==> src/design/ptcb_pkg.sv <==
// ----------------------------------------------------------------------------
// Periodic timer channel bank package
// Shared sizes, request codes and the command and status groups that pass
// between the controller and the datapath.
// ----------------------------------------------------------------------------
package ptcb_pkg;

  // Number of timer channels and width of each counter.
  localparam int CHANNELS   = 8;
  localparam int COUNT_BITS = 16;

  // Width of a channel index inside the bank.
  localparam int IDX_BITS = (CHANNELS > 1) ? $clog2(CHANNELS) : 1;

  // Fixed field widths of the item ports.
  localparam int REQ_BITS  = 4;
  localparam int CH_BITS   = 3;
  localparam int IVAL_BITS = 16;
  localparam int MASK_BITS = 8;

  // Request codes.
  typedef enum logic [REQ_BITS-1:0] {
    REQ_TICK        = 4'd0,
    REQ_ASSIGN      = 4'd1,
    REQ_ASSIGN_FREE = 4'd2,
    REQ_UNASSIGN    = 4'd3,
    REQ_DISABLE     = 4'd4,
    REQ_ENABLE      = 4'd5,
    REQ_UNHOLD      = 4'd6,
    REQ_SET_IVAL    = 4'd7,
    REQ_QUERY       = 4'd8
  } req_t;

  // Commands from the controller to the datapath.
  typedef struct packed {
    logic load_req;  // capture a new request and clear the result
    logic step;      // carry out the request on the selected channel
    logic out_load;  // copy the result into the output register
  } cmd_t;

  // Status from the datapath to the controller.
  typedef struct packed {
    logic step_last; // the current step finishes the request
  } stat_t;

endpackage

==> src/design/ptcb_ctrl.sv <==
// ----------------------------------------------------------------------------
// Periodic timer channel bank controller
// Sequences one item at a time: capture, channel steps, then hand-over to
// the output register once that register is free.
// ----------------------------------------------------------------------------
module ptcb_ctrl (
  input  logic           clk,
  input  logic           rst,
  input  logic           in_valid,
  output logic           in_stall,
  output logic           out_valid,
  input  logic           out_stall,
  input  ptcb_pkg::stat_t stat,
  output ptcb_pkg::cmd_t  cmd
);
  import ptcb_pkg::*;

  typedef enum logic [1:0] {
    S_IDLE,
    S_RUN,
    S_DONE
  } state_t;

  state_t state;
  logic   out_free;

  // The output register can take a new result when empty or being drained.
  assign out_free = !out_valid || !out_stall;

  // Commands follow directly from the state and the handshakes.
  always_comb begin
    cmd.load_req = (state == S_IDLE) && in_valid;
    cmd.step     = (state == S_RUN);
    cmd.out_load = (state == S_DONE) && out_free;
  end

  assign in_stall = (state != S_IDLE);

  // State register and output valid flag.
  always_ff @(posedge clk) begin
    if (rst) begin
      state     <= S_IDLE;
      out_valid <= 1'b0;
    end else begin
      // A new result is loaded, or a taken one leaves the output register.
      if (cmd.out_load) begin
        out_valid <= 1'b1;
      end else if (!out_stall) begin
        out_valid <= 1'b0;
      end
      unique case (state)
        S_IDLE: begin
          if (in_valid) begin
            state <= S_RUN;
          end
        end
        S_RUN: begin
          if (stat.step_last) begin
            state <= S_DONE;
          end
        end
        S_DONE: begin
          if (out_free) begin
            state <= S_IDLE;
          end
        end
        default: begin
          state <= S_IDLE;
        end
      endcase
    end
  end

endmodule

==> src/design/ptcb_datapath.sv <==
// ----------------------------------------------------------------------------
// Periodic timer channel bank datapath
// Holds the channel state, the captured request, the sweep index, the
// result being built and the output register.
// ----------------------------------------------------------------------------
module ptcb_datapath (
  input  logic                           clk,
  input  logic                           rst,
  input  ptcb_pkg::cmd_t                 cmd,
  output ptcb_pkg::stat_t                stat,
  input  logic [ptcb_pkg::REQ_BITS-1:0]  req_type,
  input  logic [ptcb_pkg::CH_BITS-1:0]   channel,
  input  logic [ptcb_pkg::IVAL_BITS-1:0] interval,
  input  logic                           start_active,
  input  logic                           handler_present,
  output logic [ptcb_pkg::MASK_BITS-1:0] fired_mask,
  output logic                           found,
  output logic [ptcb_pkg::CH_BITS-1:0]   granted_channel,
  output logic                           is_active,
  output logic [ptcb_pkg::IVAL_BITS-1:0] current_interval
);
  import ptcb_pkg::*;

  // Channel state.
  logic [COUNT_BITS-1:0] reload_value [CHANNELS];
  logic [COUNT_BITS-1:0] down_count   [CHANNELS];
  logic [CHANNELS-1:0]   active_flag;
  logic [CHANNELS-1:0]   assigned_flag;

  // Captured request.
  req_t                 req_q;
  logic [CH_BITS-1:0]   ch_q;
  logic [IVAL_BITS-1:0] ival_q;
  logic                 act_q;
  logic                 hnd_q;

  // Sweep index and result under construction.
  logic [IDX_BITS-1:0]  idx;
  logic [MASK_BITS-1:0] fired_acc;
  logic                 found_acc;
  logic [CH_BITS-1:0]   granted_acc;
  logic                 qact_acc;
  logic [IVAL_BITS-1:0] qint_acc;

  logic                  sweep;
  logic                  ch_ok;
  logic                  idx_last;
  logic [IDX_BITS-1:0]   sel;
  logic [COUNT_BITS-1:0] cur_rel;
  logic [COUNT_BITS-1:0] cur_cnt;
  logic                  cur_act;
  logic                  cur_asg;
  logic [MASK_BITS-1:0]  fire_bit;

  // Tick and assign-free walk the channels; everything else uses one channel.
  assign sweep    = (req_q == REQ_TICK) || (req_q == REQ_ASSIGN_FREE);
  assign ch_ok    = (int'(ch_q) < CHANNELS);
  assign idx_last = (idx == IDX_BITS'(CHANNELS - 1));
  assign sel      = sweep ? idx : IDX_BITS'(ch_q);

  // Single read port on the channel state.
  assign cur_rel = reload_value[sel];
  assign cur_cnt = down_count[sel];
  assign cur_act = active_flag[sel];
  assign cur_asg = assigned_flag[sel];

  // Fired mask bit for the channel under the sweep index, if it is visible.
  always_comb begin
    fire_bit = '0;
    for (int b = 0; b < MASK_BITS; b++) begin
      if ((b < CHANNELS) && (idx == IDX_BITS'(b))) begin
        fire_bit[b] = 1'b1;
      end
    end
  end

  // The step ends the request when it is a single-channel request, the
  // sweep has reached the last channel, or assign-free has found a slot.
  always_comb begin
    stat.step_last = !sweep || idx_last ||
                     ((req_q == REQ_ASSIGN_FREE) && !cur_asg);
  end

  // Request capture, sweep index and result accumulation.
  always_ff @(posedge clk) begin
    if (cmd.load_req) begin
      req_q       <= req_t'(req_type);
      ch_q        <= channel;
      ival_q      <= interval;
      act_q       <= start_active;
      hnd_q       <= handler_present;
      idx         <= '0;
      fired_acc   <= '0;
      found_acc   <= 1'b0;
      granted_acc <= '0;
      qact_acc    <= 1'b0;
      qint_acc    <= '0;
    end else if (cmd.step) begin
      if (!idx_last) begin
        idx <= idx + IDX_BITS'(1);
      end
      unique case (req_q)
        REQ_TICK: begin
          if (cur_act && cur_asg && (cur_cnt == '0)) begin
            fired_acc <= fired_acc | fire_bit;
          end
        end
        REQ_ASSIGN_FREE: begin
          if (!cur_asg) begin
            found_acc   <= 1'b1;
            granted_acc <= CH_BITS'(idx);
          end
        end
        REQ_QUERY: begin
          if (ch_ok) begin
            qact_acc <= cur_act;
            qint_acc <= IVAL_BITS'(cur_rel);
          end
        end
        default: begin
        end
      endcase
    end
  end

  // Channel state updates, one channel per step.
  always_ff @(posedge clk) begin
    if (rst) begin
      for (int i = 0; i < CHANNELS; i++) begin
        reload_value[i] <= '0;
        down_count[i]   <= '0;
      end
      active_flag   <= '0;
      assigned_flag <= '0;
    end else if (cmd.step) begin
      unique case (req_q)
        REQ_TICK: begin
          if (cur_act && cur_asg) begin
            if (cur_cnt == '0) begin
              down_count[sel] <= cur_rel;
            end else begin
              down_count[sel] <= cur_cnt - COUNT_BITS'(1);
            end
          end
        end
        REQ_ASSIGN_FREE: begin
          if (!cur_asg) begin
            reload_value[sel]  <= COUNT_BITS'(ival_q);
            down_count[sel]    <= '0;
            active_flag[sel]   <= act_q;
            assigned_flag[sel] <= hnd_q;
          end
        end
        REQ_ASSIGN: begin
          if (ch_ok) begin
            reload_value[sel]  <= COUNT_BITS'(ival_q);
            down_count[sel]    <= '0;
            active_flag[sel]   <= act_q;
            assigned_flag[sel] <= hnd_q;
          end
        end
        REQ_UNASSIGN: begin
          if (ch_ok) begin
            reload_value[sel]  <= '0;
            down_count[sel]    <= '0;
            active_flag[sel]   <= 1'b0;
            assigned_flag[sel] <= 1'b0;
          end
        end
        REQ_DISABLE: begin
          if (ch_ok) begin
            active_flag[sel] <= 1'b0;
          end
        end
        REQ_ENABLE: begin
          if (ch_ok) begin
            active_flag[sel] <= 1'b1;
            down_count[sel]  <= '0;
          end
        end
        REQ_UNHOLD: begin
          if (ch_ok) begin
            active_flag[sel] <= 1'b1;
          end
        end
        REQ_SET_IVAL: begin
          if (ch_ok) begin
            reload_value[sel] <= COUNT_BITS'(ival_q);
          end
        end
        default: begin
        end
      endcase
    end
  end

  // Output register, loaded only when the receiver side is free.
  always_ff @(posedge clk) begin
    if (cmd.out_load) begin
      fired_mask       <= fired_acc;
      found            <= found_acc;
      granted_channel  <= granted_acc;
      is_active        <= qact_acc;
      current_interval <= qint_acc;
    end
  end

endmodule

==> src/design/periodic_timer_channel_bank.sv <==
// ----------------------------------------------------------------------------
// Periodic timer channel bank
// A bank of programmable periodic timer channels driven by request items.
// ----------------------------------------------------------------------------
// Usage:
// Requests arrive on the in channel (in_valid, in_stall) carrying req_type,
// channel, interval, start_active and handler_present. Every request gives
// exactly one result item on the out channel (out_valid, out_stall) with
// fired_mask, found, granted_channel, is_active and current_interval; fields
// that do not belong to the request read as zero.
// A tick walks the channels (eight here) one per cycle; assign-free walks
// until the lowest free channel is found. All other requests work on the
// selected channel alone. A new item can be taken in the cycle after the
// result is handed to the output register.
// The block handles one item at a time and stalls the input while it works.
// If the receiver stalls, the result is held in the output register and a
// following item still runs, waiting only at hand-over.
// Reset clears every channel to unassigned, inactive, interval and counter
// zero, and leaves both channels empty.
// ----------------------------------------------------------------------------
module periodic_timer_channel_bank (
  input  logic                           clk,
  input  logic                           rst,
  input  logic                           in_valid,
  output logic                           in_stall,
  input  logic [ptcb_pkg::REQ_BITS-1:0]  req_type,
  input  logic [ptcb_pkg::CH_BITS-1:0]   channel,
  input  logic [ptcb_pkg::IVAL_BITS-1:0] interval,
  input  logic                           start_active,
  input  logic                           handler_present,
  output logic                           out_valid,
  input  logic                           out_stall,
  output logic [ptcb_pkg::MASK_BITS-1:0] fired_mask,
  output logic                           found,
  output logic [ptcb_pkg::CH_BITS-1:0]   granted_channel,
  output logic                           is_active,
  output logic [ptcb_pkg::IVAL_BITS-1:0] current_interval
);
  import ptcb_pkg::*;

  cmd_t  cmd;
  stat_t stat;

  // Sequencing of each item.
  ptcb_ctrl u_ctrl (
    .clk       (clk),
    .rst       (rst),
    .in_valid  (in_valid),
    .in_stall  (in_stall),
    .out_valid (out_valid),
    .out_stall (out_stall),
    .stat      (stat),
    .cmd       (cmd)
  );

  // Channel state and result path.
  ptcb_datapath u_datapath (
    .clk              (clk),
    .rst              (rst),
    .cmd              (cmd),
    .stat             (stat),
    .req_type         (req_type),
    .channel          (channel),
    .interval         (interval),
    .start_active     (start_active),
    .handler_present  (handler_present),
    .fired_mask       (fired_mask),
    .found            (found),
    .granted_channel  (granted_channel),
    .is_active        (is_active),
    .current_interval (current_interval)
  );

endmodule

==> config.mk <==
export PLATFORM = sky130hd
export DESIGN_NAME = periodic_timer_channel_bank
export DESIGN_NICKNAME = d
export VERILOG_FILES = /design/src/design/ptcb_pkg.sv /design/src/design/ptcb_ctrl.sv /design/src/design/ptcb_datapath.sv /design/src/design/periodic_timer_channel_bank.sv
export SDC_FILE = /design/constraint.sdc
export NUM_CORES = 1
export LEC_CHECK = 0
export BUFFER_PORTS_ARGS = -buffer_cell sky130_fd_sc_hd__buf_4
export CAP_MARGIN = 15
export CORE_ASPECT_RATIO = 1.25
export CORE_MARGIN = 3
export CORE_UTILIZATION = 45
export CTS_CLUSTER_SIZE = 40
export DETAILED_ROUTE_END_ITERATION = 8
export GPL_TIMING_DRIVEN = 0
export SLEW_MARGIN = 15
export SYNTH_ARGS = -nofsm -noshare
export SYNTH_HDL_FRONTEND = slang
export SYNTH_SLANG_ARGS = --single-unit
==> constraint.sdc <==
create_clock -name clk -period 10.05 [get_ports clk]
set_input_delay 1.5075 -clock clk [delete_from_list [all_inputs] [get_ports clk]]
set_output_delay 1.5075 -clock clk [all_outputs]
set_load 0.02 [all_outputs]
==> results by group <==
Worst setup path
  – Crit path DAT: approximately 6000 ps
  – Critical path cell sequence: buf_2 > o31ai_2 > nand2_1 > buf_2 > buf_4 > clkbuf_1 > nor2_1 > clkbuf_1 > o211ai_1 > clkbuf_1 > nand2_1
  – Largest stage delay, worst path: around 850 ps
  – CP startpoint kind: flip-flop
  – Worst Setup End Kind: flip-flop
  – Cell mode on critical path: clkbuf_1
  – CP Data Required Time: 10190 ps
  – Slowest cell on crit path: nor2_1
  – Type of the worst setup path: reg -> reg
  – Crit Path Max Fanout: 16

Clocking
  – CTS Sinks: 361
  – CTS tree: yes
  – # hold bufs at CTS: 0
  – Clock buffer count from CTS: 38
  – PostCTS Resize Cnt: 0
  – H-tree depth: 2
  – CTS max path bufs: 3
  – CTS Root Cell: clkbuf_16
  – Reg clk slew, reported paths: 60 ps
  – Worst-Skew Late Latency: ~550 ps
  – Post-CTS setup repair buffer count: 0

Place
  – GPL Wtd Cong: 0.9802
  – Dpl hpwl: 39470 um
  – IO Port Bufs: 59

Run status
  – Outcome: complete, no violations

Timing
  – Fin crit share: between 50% and 60%
  – Slew Limit Fails: 0
  – Fmax: 0.1676 GHz
  – Slew HR: 14.75%
  – Setup TNS: 0 ps
  – Worst Max-Slew Pin Slew: 1247 ps
  – Min cycle time layout: 5966 ps
  – Final setup fails: 0
  – Skew final: 44.51 ps
  – Final Hold Viols: 0
  – RSZ-0062 raised after global routing: false

Power
  – Maximum vdd drop: 149.4 uV
  – Power per cell area: approximately 180 nW/um^2
  – Leak: 6.693 nW
  – Total power: 3.521 mW

Logic synthesis
  – Top FF cell, synth: edfxtp_1
  – Post-synth EDFFs: 310
  – Simple-gate share of the synthesized area: 16.37%
  – Compound-Gate Fraction of Synth Area: 13.64%
  – YS warnings: 0
  – Mux cell area share after synthesis: 3.721%
  – Synth area leaders: edfxtp_1 (56%), nor2_1 (6.4%), dfxtp_1 (6.2%)
  – Synth top cells by count: edfxtp_1 (310), nor2_1 (281), nand2_1 (131)
  – Sequential area share after synthesis: 62.44%
  – Register bit total from synthesis: around 360
  – Syn nets: 1482
  – Syn Inst Count: 1445
  – Post-synth top area cell: edfxtp_1
  – XOR/XNOR Fraction of Synth Area: less than 1%
  – Synthesized area per cell: 11.45 um^2
  – Most frequent cell after synthesis: edfxtp_1
  – Area share of the largest cell type after synthesis: between 50% and 60%
  – Synth Area in Adders: 0.6050%
  – Synthesized cell area: 16540 um^2
  – Async set or reset register ratio after synthesis: 0%
  – Largest family of logic cells by synthesized area: simple AND/OR/NAND/NOR gates
  – Unique masters post-synth: 79

Finish
  – Fin util: a little over half
  – Final net count: 1589
  – Layout cell share with drive strength beyond 1: about an eighth
  – Layout overhead on the synthesized area: 15.34%

Run
  – Maxcap violations: 0

Global route
  – GRT Util Overall: between 20% and 30%
  – Grt total ovfl: 0
  – Largest net degree at the start of global routing: 20
  – Vias in the first global route: 12880
  – Initial antenna violation count: 0
  – First-pass GRT wire length: 82130 um

Drt
  – Vias: 12870
  – Post-route DRC: 0
  – Vias/cell: 6.265
  – Mean routed wirelength per cell: 27.20 um
  – First drt pass iteration count: 9
  – Drt total wl: 55860 um
  – Antenna Nets Post-Route: 0
  – 1st-iter DRT viols: between 1000 and 1500

Floorplan
  – Die Y: 220.4 um
  – Row cnt: 77
  – Die ar.: 39120 um^2
  – Effective utilization at floorplan: 46.16%
  – Die W: 177.5 um
  – Core area: 35840 um^2
  – Top-level I/O count: 60

Min path
  – Hold Path Class: reg -> reg
## critical path, delay by kind of cell, from the launching register on
family                 cells  cell delay, ps
buffers and inverters      6            2110
AND/OR/NAND/NOR            3            1870
AO/OA/AOI/OAI              2            1110
flip-flops                 1             440
## report_power, final
group,internal (mW),switching [mW],total [mW]
clock,0.781,0.592,1.37
combinational,0.121,0.330,0.451
sequential,1.67,0.0217,1.70
total,2.58,0.944,3.52
## metal layers
metal	vias up	track usage, %	share of wire (%)
met5	-	0	0
li1	5688	-	-
met3	219	6.076	8.0
met2	663	47.77	48
met4	0	19.20	7.9
met1	6299	33.26	36
## cell type report
type | count | area [um^2]
fill | 3239 | 16760
inverter | 15 | 56.30
timing repair buffer | 67 | 610.6
antenna | 1 | 2.502
sequential | 361 | 10330
multi-input combinational | 979 | 5893
clock buffer | 48 | 1031
clock inverter | 19 | 163.9
buffer | 90 | 401.6
tap | 474 | 593.1
## path summary, 6_finish.rpt
path | endpoint | cells after the start | startpoint | slack [ps]
worst max-delay path | u_datapath.reload_value[2][5] | 11 | u_datapath.req_q[3] | 4080
worst min-delay path | u_datapath.current_interval[2] | 0 | u_datapath.qint_acc[2] | 430
worst max register to register | u_datapath.reload_value[2][5] | 11 | u_datapath.req_q[3] | 4080
worst min register to register | u_datapath.current_interval[2] | 0 | u_datapath.qint_acc[2] | 430
## cells by family after synthesis
logic type      Yosys count
compound gates          307
xor+xnor                  9
fa+ha+maj                 8
buf+inv                 105
flops                   361
mux                      57
simple gates            598
## state kept, by name, indices dropped and copies added, names as in the netlist, 2 cells and up
register,flops
u_datapath.fired_acc,8
u_datapath.granted_channel,3
u_datapath.assigned_flag,8
u_datapath.ch_q,3
u_datapath.fired_mask,8
u_datapath.qint_acc,16
u_datapath.active_flag,8
u_datapath.granted_acc,3
u_ctrl.state,2
u_datapath.down_count,128
u_datapath.idx,3
u_datapath.ival_q,16
u_datapath.reload_value,128
u_datapath.req_q,4
u_datapath.current_interval,16
## per-stage QoR
stage / hold slack [ps] / cell area (um^2) / worst slack (ps) / instances
final: 427.3 / 19080 / 4084 / 2054
after global routing: 438.5 / 19080 / 3946 / 2053
after CTS: 427.4 / 19080 / 4140 / 2053
after detailed placement: 415.3 / 17880 / 4326 / 1986
after global placement: 414.8 / 17580 / 2394 / 1978
after floorplan: 408.0 / 16540 / 5651 / 1445
## layout by cell type, fill, tap and decap left out, types with 24 or more instances in the layout
cell type / n
a211oi_1: 38
a21oi_1: 65
and3_1: 24
buf_4: 66
clkbuf_1: 67
clkbuf_16: 40
dfxtp_1: 51
edfxtp_1: 310
mux2i_1: 46
nand2_1: 131
nand3_1: 32
nor2_1: 281
nor3_1: 57
o211ai_1: 24
o21ai_0: 29
Power figures use the tool's default switching activity.
